**config.mk**
```make
export PLATFORM = sky130hd
export DESIGN_NAME = tifa_back
export DESIGN_NICKNAME = d
export VERILOG_FILES = /design/src/rtl/tifa_pkg.sv /design/src/rtl/tifa_back.sv
export SDC_FILE = /design/constraint.sdc
export NUM_CORES = 1
export LEC_CHECK = 0
export BUFFER_PORTS_ARGS = -buffer_cell sky130_fd_sc_hd__buf_4
export CAP_MARGIN = 20
export CORE_MARGIN = 3
export CORE_UTILIZATION = 30
export DETAILED_ROUTE_END_ITERATION = 8
export GPL_TIMING_DRIVEN = 0
export PLACE_DENSITY = 0.63
export RECOVER_POWER = 100
export SYNTH_ARGS = -nofsm -noshare
export SYNTH_HDL_FRONTEND = slang
export SYNTH_SLANG_ARGS = --single-unit
```
**constraint.sdc**
```tcl
create_clock -name clk -period 0.8 [get_ports clk]
set_input_delay 0.12 -clock clk [delete_from_list [all_inputs] [get_ports clk]]
set_output_delay 0.12 -clock clk [all_outputs]
set_load 0.05 [all_outputs]
```
**src/rtl/tifa_pkg.sv**
```systemverilog
// tifa_pkg: opcodes, type codes and the sideband struct of the fold alu
// used by every module of typed_integer_fold_alu; no dependencies
package tifa_pkg;

	localparam int unsigned DATA_W = 64;
	localparam int unsigned OP_W   = 5;
	localparam int unsigned TY_W   = 3;
	localparam int unsigned SHAMT_MASK = 63;

	localparam logic [OP_W-1:0] OP_ADD  = 5'd0;
	localparam logic [OP_W-1:0] OP_SUB  = 5'd1;
	localparam logic [OP_W-1:0] OP_MUL  = 5'd2;
	localparam logic [OP_W-1:0] OP_DIV  = 5'd3;
	localparam logic [OP_W-1:0] OP_MOD  = 5'd4;
	localparam logic [OP_W-1:0] OP_LAND = 5'd5;
	localparam logic [OP_W-1:0] OP_LOR  = 5'd6;
	localparam logic [OP_W-1:0] OP_SHL  = 5'd7;
	localparam logic [OP_W-1:0] OP_SHR  = 5'd8;
	localparam logic [OP_W-1:0] OP_BAND = 5'd9;
	localparam logic [OP_W-1:0] OP_BOR  = 5'd10;
	localparam logic [OP_W-1:0] OP_BXOR = 5'd11;
	localparam logic [OP_W-1:0] OP_EQ   = 5'd12;
	localparam logic [OP_W-1:0] OP_NE   = 5'd13;
	localparam logic [OP_W-1:0] OP_LT   = 5'd14;
	localparam logic [OP_W-1:0] OP_LE   = 5'd15;
	localparam logic [OP_W-1:0] OP_GT   = 5'd16;
	localparam logic [OP_W-1:0] OP_GE   = 5'd17;

	localparam logic [TY_W-1:0] TY_I8  = 3'd0;
	localparam logic [TY_W-1:0] TY_U8  = 3'd1;
	localparam logic [TY_W-1:0] TY_I16 = 3'd2;
	localparam logic [TY_W-1:0] TY_U16 = 3'd3;
	localparam logic [TY_W-1:0] TY_I32 = 3'd4;
	localparam logic [TY_W-1:0] TY_U32 = 3'd5;
	localparam logic [TY_W-1:0] TY_I64 = 3'd6;
	localparam logic [TY_W-1:0] TY_U64 = 3'd7;

	// what travels beside the divider
	typedef struct packed {
		logic              ok;
		logic              isb;
		logic              is_div;
		logic              is_mod;
		logic              neg_q;
		logic              neg_r;
		logic [TY_W-1:0]   ty;
		logic [DATA_W-1:0] val;
	} side_t;

	function automatic logic [DATA_W-1:0] cut_to_type(input logic [DATA_W-1:0] v,
		input logic [TY_W-1:0] ty);
		logic [DATA_W-1:0] r;
		r = v;
		unique case (ty)
			TY_I8:  r = {{56{v[7]}}, v[7:0]};
			TY_U8:  r = {56'd0, v[7:0]};
			TY_I16: r = {{48{v[15]}}, v[15:0]};
			TY_U16: r = {48'd0, v[15:0]};
			TY_I32: r = {{32{v[31]}}, v[31:0]};
			TY_U32: r = {32'd0, v[31:0]};
			TY_I64, TY_U64: r = v;
			default: r = v;
		endcase
		return r;
	endfunction

endpackage

```
**src/rtl/tifa_back.sv**
```systemverilog
// tifa_back: sign fix, result select, width cut and the output register
// depends on tifa_pkg
module tifa_back (
	input  logic                        clk,
	input  logic                        arst_n,
	input  logic                        ce,
	input  logic                        in_valid,
	input  logic [tifa_pkg::DATA_W-1:0] quot,
	input  logic [tifa_pkg::DATA_W-1:0] rem,
	input  tifa_pkg::side_t             side_in,
	output logic                        out_valid,
	output logic                        folded,
	output logic                        result_is_bool,
	output logic [tifa_pkg::DATA_W-1:0] result_value
);
	import tifa_pkg::*;

	logic [DATA_W-1:0] raw, val;

	always_comb begin
		if (side_in.is_div) begin
			raw = side_in.neg_q ? 64'd0 - quot : quot;
		end else if (side_in.is_mod) begin
			raw = side_in.neg_r ? 64'd0 - rem : rem;
		end else begin
			raw = side_in.val;
		end
		if (!side_in.ok) begin
			val = '0;
		end else if (side_in.isb) begin
			val = raw;
		end else begin
			val = cut_to_type(raw, side_in.ty);
		end
	end

	always_ff @(posedge clk or negedge arst_n) begin
		if (!arst_n) begin
			out_valid <= 1'b0;
		end else if (ce) begin
			out_valid <= in_valid;
		end
	end

	always_ff @(posedge clk) begin
		if (ce) begin
			folded         <= side_in.ok;
			result_is_bool <= side_in.ok && side_in.isb;
			result_value   <= val;
		end
	end

endmodule
```
## After elaboration in Yosys (flattened, before gate mapping)

Index checks and enable logic that the tools add are counted.

- Register bits: 67
- Input port bits: 205
- Output and inout bits: 67
- Logic and storage cells: 22

- $add $sub $neg: 2
- Equal/unequal tests: 7
- Mux-type cells: 6
- Reduce and logical (&&, ||, !) cells: 3

Operator list:

| operator | number |
|---|---|
| case mux 64 bit (7 select lines) | 1 |
| two-way mux 64 bit | 5 |
| subtractor 1 x 64 -> 64 bit (first input constant) | 2 |
| equality test 3 bit (second input constant) | 4 |
| equality test 3 x 2 -> 1 bit (second input constant) | 2 |
| equality test 3 x 1 -> 1 bit (second input constant) | 1 |
| logical NOT 3 bit | 1 |
| OR reduction 2 bit | 1 |
| logical AND 1 bit | 1 |

## Depth between registers and ports, before layout

- Depth after elaboration: 6
- Gate-level depth with buffers: 12
- Mapped depth without buffers: 9

## Worst setup path after synthesis

OpenSTA, ideal clock, no wires.

- Kind: input-to-reg
- Start: in quot[5] (netlist bit)
- End: reg result_value[54] (netlist bit), data pin
- Library setup time: 0.261 ns
- Arrival: 2.721 ns
- Data required time: 0.539 ns
- Path slack: -2.182 ns
- Stages on the path: 11
- Buffers on the path: 4
- Cell sequence: nor4_2 -> and4_1 -> clkbuf_1 -> mux2i_1 -> o22ai_1 -> a41o_1 -> clkbuf_1 -> or2_1 -> buf_6 -> buf_12 -> o31a_2

- Word-level cells in the longest chain between the ends: 5

RTL lines:

| what | RTL line | text |
|---|---|---|
| start: declaration | tifa_back.sv:8 | `input logic [tifa_pkg::DATA_W-1:0] quot,` |
| subtractor 1 x 64 -> 64 bit (*) | tifa_back.sv:22 | `raw = side_in.neg_q ? 64'd0 - quot : quot;` |
| two-way mux 64 bit (*) | tifa_back.sv:22 |  |
| two-way mux 64 bit (*) | tifa_back.sv:21 | `if (side_in.is_div) begin` |
| case mux 64 bit (7 select lines) | tifa_pkg.sv:54 | `unique case (ty)` |
| two-way mux 64 bit (*) | tifa_back.sv:30 | `end else if (side_in.isb) begin` |
| end signal: assignment | tifa_back.sv:49 | `result_value <= val;` |
| end: declaration | tifa_back.sv:14 | `output logic [tifa_pkg::DATA_W-1:0] result_value` |

Every way passes the cells marked *; elsewhere a longest branch is shown, timed or not. The select of a mux whose other input is x is not followed.
A chain may end at the register's enable or synchronous reset.

## Worst setup path after layout

- Start: in rem[12] (netlist bit)
- End: reg result_value[45] (netlist bit), data pin

- Word-level cells in the longest chain between the ends: 6

RTL lines:

| what | RTL line | text |
|---|---|---|
| start: declaration | tifa_back.sv:9 | `input logic [tifa_pkg::DATA_W-1:0] rem,` |
| subtractor 1 x 64 -> 64 bit (*) | tifa_back.sv:24 | `raw = side_in.neg_r ? 64'd0 - rem : rem;` |
| two-way mux 64 bit (*) | tifa_back.sv:24 |  |
| two-way mux 64 bit (*) | tifa_back.sv:23 | `end else if (side_in.is_mod) begin` |
| two-way mux 64 bit (*) | tifa_back.sv:21 |  |
| case mux 64 bit (7 select lines) | tifa_pkg.sv:54 |  |
| two-way mux 64 bit (*) | tifa_back.sv:30 |  |

Marked as above.

==> impl_metrics.ini <==
[status]
outcome = finished with violations
violations = setup timing

[yosys]
synth-xor-area-share_pct = 10.6
synthesis.nets = 1082
synth_cell_type_count = 75
synth_fa_ha_area_share_pct = 0.347
yosys_warnings = 0
synth_top_family_by_area = compound AO/OA/AOI/OAI gates
synth.area.top_cells = edfxtp_1 27%, xor2_1 7.4%, nor2_1 4.1%, o21ai_0 3.7%, o31ai_1 3.7%
synth_cells = 875
yosysTopAreaCell = edfxtp_1
synth_ff_type = edfxtp_1
avgSynthCellArea_um2 = 8.25
synth-simple-area-share_pct = 24.3
synth_edf_count = 66
synth-compound-area-share_pct = 29.1
yosysSeqAreaShare_pct = 27.8
synth.cell_area_um2 = 7210
synth_top_area_share_pct = 27.5
synth-seq-cells = 67
ys_async_sr_fraction_pct = 1.49
synth_mux_area_share_pct = 3.35

[timing]
rsz0062_at_grt = yes
hold_viol = 0
max_slew.worst_pin.slew_ps = 973
post-route-min-period_ps = 2850
hold_ws_ps = 21.3
period_share_pct = 356
setup_viol = 132
fin_ws_ps = -2050
slew_violations = 0
max_freq_mhz = 351
clock_skew_ps = 0
tns_ps = -110630
relSlewSlack_pct = 35.1

[global_routing]
grt_overflow = 0
grt_pass1_vias = 8706
grt_use_total_pct = 27.9
antenna_found_initial = 2
grt_pass1_wl_mm = 55.0
grt_max_degree = 68

[pwr]
p_leak_nw = 4.83
clkPwrFrac_pct = 23.8
combinationalPowerShare_pct = 46.8
max-vdd-ir-drop_uv = 762
power.density_nw_per_um2 = 1190
total_power_mw = 15.1
p_sw_share_pct = 38.7
netSwitchingPower_mw = 5.84
internal_power_mw = 9.26
pwr-share-seq_pct = 29.4

[clock_tree]
cts_max_path_buffers = 2
numCtsBuffers = 9
htreeDepth = 3
cts_num_sinks = 67
insertion_delay_ps = 330
clock-root-buffer = clkbuf_16
cts_tree = yes
path_clk_slew_ps = 50

[setup_path]
setup.worst_path.start = rem[12]
crit_end = result_value[45]
cp.required_ps = 870
crit_arrival_ps = 2930
r2r-start = out_valid
critPathLaunchType = input pin
crit_fanout = 5
rr_endpoint = out_valid
path_class = in2reg
ff2ff_path_depth = 1
cp-end-kind = register
reg2reg_slack_ps = 30

[routing]
wl_met2_mm = 18.1
met3RoutedLength_mm = 3.97
wl_met1_mm = 15.6
wirelength_mm = 39.5
wl_per_cell_um = 25.6
via_per_inst = 6.11
drtIter0Drc = 978
drtPass1Iterations = 5
highest_layer = met5
drc_errors = 0
num_vias = 9415
ant_nets = 0

[placement]
gp_congestion = 0.957
dpl.hpwl_mm = 29.8
port_buffers = 270

[floorplan]
die_height_um = 161
io_pins = 272
initial_core_util_pct = 30.6
die_w_um = 161
die-area_um2 = 25900
core_area_um2 = 23500
placementRows = 56

[cells_and_area]
fin_nets = 1423
drive_gt1_share_pct = 49.1
fill_cells = 2131
synthToLayoutAreaGrowth_pct = 76.1

[hold_path]
hold_class = in2reg

[flow_run]
drv_cap = 0
==> layout make-up <==
cell class,count,area (um^2),share of cell area (%)
Multi-Input combinational cell,734,6290,49.5
Timing Repair Buffer,334,3000,23.7
Sequential cell,67,2010,15.8
Buffer,57,664,5.23
Tap cell,319,399,3.14
Clock buffer,10,229,1.80
Inverter,13,68.8,0.542
Clock inverter,6,32.5,0.256
Antenna cell,1,2.50,0.0197
==> worst min path at each step <==
| stage | startpoint | end | cells past startpoint |
|---|---|---|---|
| 3_5_place_dp | arst_n | out_valid | 1 |
| 4_1_cts | in_valid | out_valid | 2 |
| 5_1_grt | in_valid | out_valid | 2 |
| 3_3_place_gp | arst_n | out_valid | 1 |
| 2_1_floorplan | arst_n | out_valid | 0 |
| 6_report | in_valid | out_valid | 2 |
==> registers in the layout (all words and copies together), names as in the netlist <==
signal	count
result_value	64
out_valid	1
result_is_bool	1
folded	1
==> critical path: stages <==
cell and delay [ps]:
buf_4 140, or4_4 480, or4_4 480, buf_6 150, or3_4 370, buf_12 160, o41ai_4 320, xor2_1 240
a21oi_2 130, o31a_1 320
==> power by group through the flow <==
| stage | combinational (mW) | sequential (mW) | clock (mW) |
|---|---|---|---|
| after CTS | 6.43 | 4.44 | 3.64 |
| after floorplan | 1.89 | 5.64 | 0 |
| final | 7.07 | 4.44 | 3.59 |
| after global placement | 5.65 | 4.44 | 0 |
| after global routing | 7.34 | 4.47 | 3.76 |
| after detailed placement | 5.66 | 4.44 | 0 |
==> stage by stage <==
| stage | cell area, um^2 | setup WS (ps) | cells | util, % |
|---|---|---|---|---|
| finish | 12700 | -2050 | 1541 | 54.0 |
| global route | 12700 | -2060 | 1541 | 54.0 |
| CTS | 11700 | -2040 | 1508 | 49.6 |
| detailed placement | 10000 | -2770 | 1464 | 42.5 |
| global placement | 10000 | -2840 | 1464 | 42.5 |
| floorplan | 7580 | -2050 | 875 | - |
==> cells in the mapped netlist (8+ instances only) <==
cell,n
o22ai_1,9
clkbuf_1,47
or4_1,20
o31a_1,10
xnor2_1,26
a21oi_1,41
a211oi_1,21
nor3_1,26
nand2_1,60
o21a_1,8
nand4_1,10
mux2i_1,23
o31ai_1,36
nor2_1,78
nand3_1,18
inv_1,12
a31oi_1,9
o21ai_0,54
nor4_1,30
o41ai_1,22
xor2_1,61
nand2b_1,12
or3_1,27
edfxtp_1,66
a21boi_0,10
==> kinds of logic (layout without fill, tap and decap cells) <==
logic type                 Yosys count  count (layout)
buffers and inverters               74             420
and+or+nand+nor                    329             329
other                                0               1
muxes                               24              24
AOI/OAI and AO/OA                  292             292
xor gates and xnor gates            87              87
DFF                                 67              67
adders and majority gates            2               2
==> layout by cell type (no fill, tap or decap), types with 11 or more instances in the layout <==
| cell | n |
|---|---|
| buf_12 | 17 |
| nand3_1 | 13 |
| o31ai_4 | 11 |
| nor4_1 | 16 |
| clkbuf_1 | 20 |
| buf_4 | 233 |
| nand2_1 | 54 |
| xnor2_1 | 22 |
| o21ai_1 | 17 |
| edfxtp_1 | 66 |
| nor3_1 | 22 |
| mux2i_1 | 15 |
| xor2_1 | 50 |
| a21oi_2 | 15 |
| clkbuf_16 | 18 |
| buf_8 | 13 |
| a211oi_2 | 18 |
| buf_6 | 87 |
| or3_1 | 23 |
| nand2b_1 | 11 |
| o21ai_0 | 25 |
| or4_1 | 11 |
| a21oi_1 | 26 |
| o41ai_2 | 12 |
| o31ai_1 | 17 |
| nor2_1 | 74 |
==> timing repair <==
action	4_1_cts	5_1_grt
gates cloned	2	3
pin swaps	69	109
gates resized for setup	256	160
endpoints found under the setup margin	198	132
buffers inserted	28	31
hold buffers	1	0
endpoints found under the hold margin	1	0
==> layer usage <==
metal	up-vias	track usage [%]
met5	-	0
met4	2	10.1
met3	114	6.31
met2	664	44.4
met1	4529	37.4
li1	4106	-
Note: power is estimated with default switching activity, not from simulation.
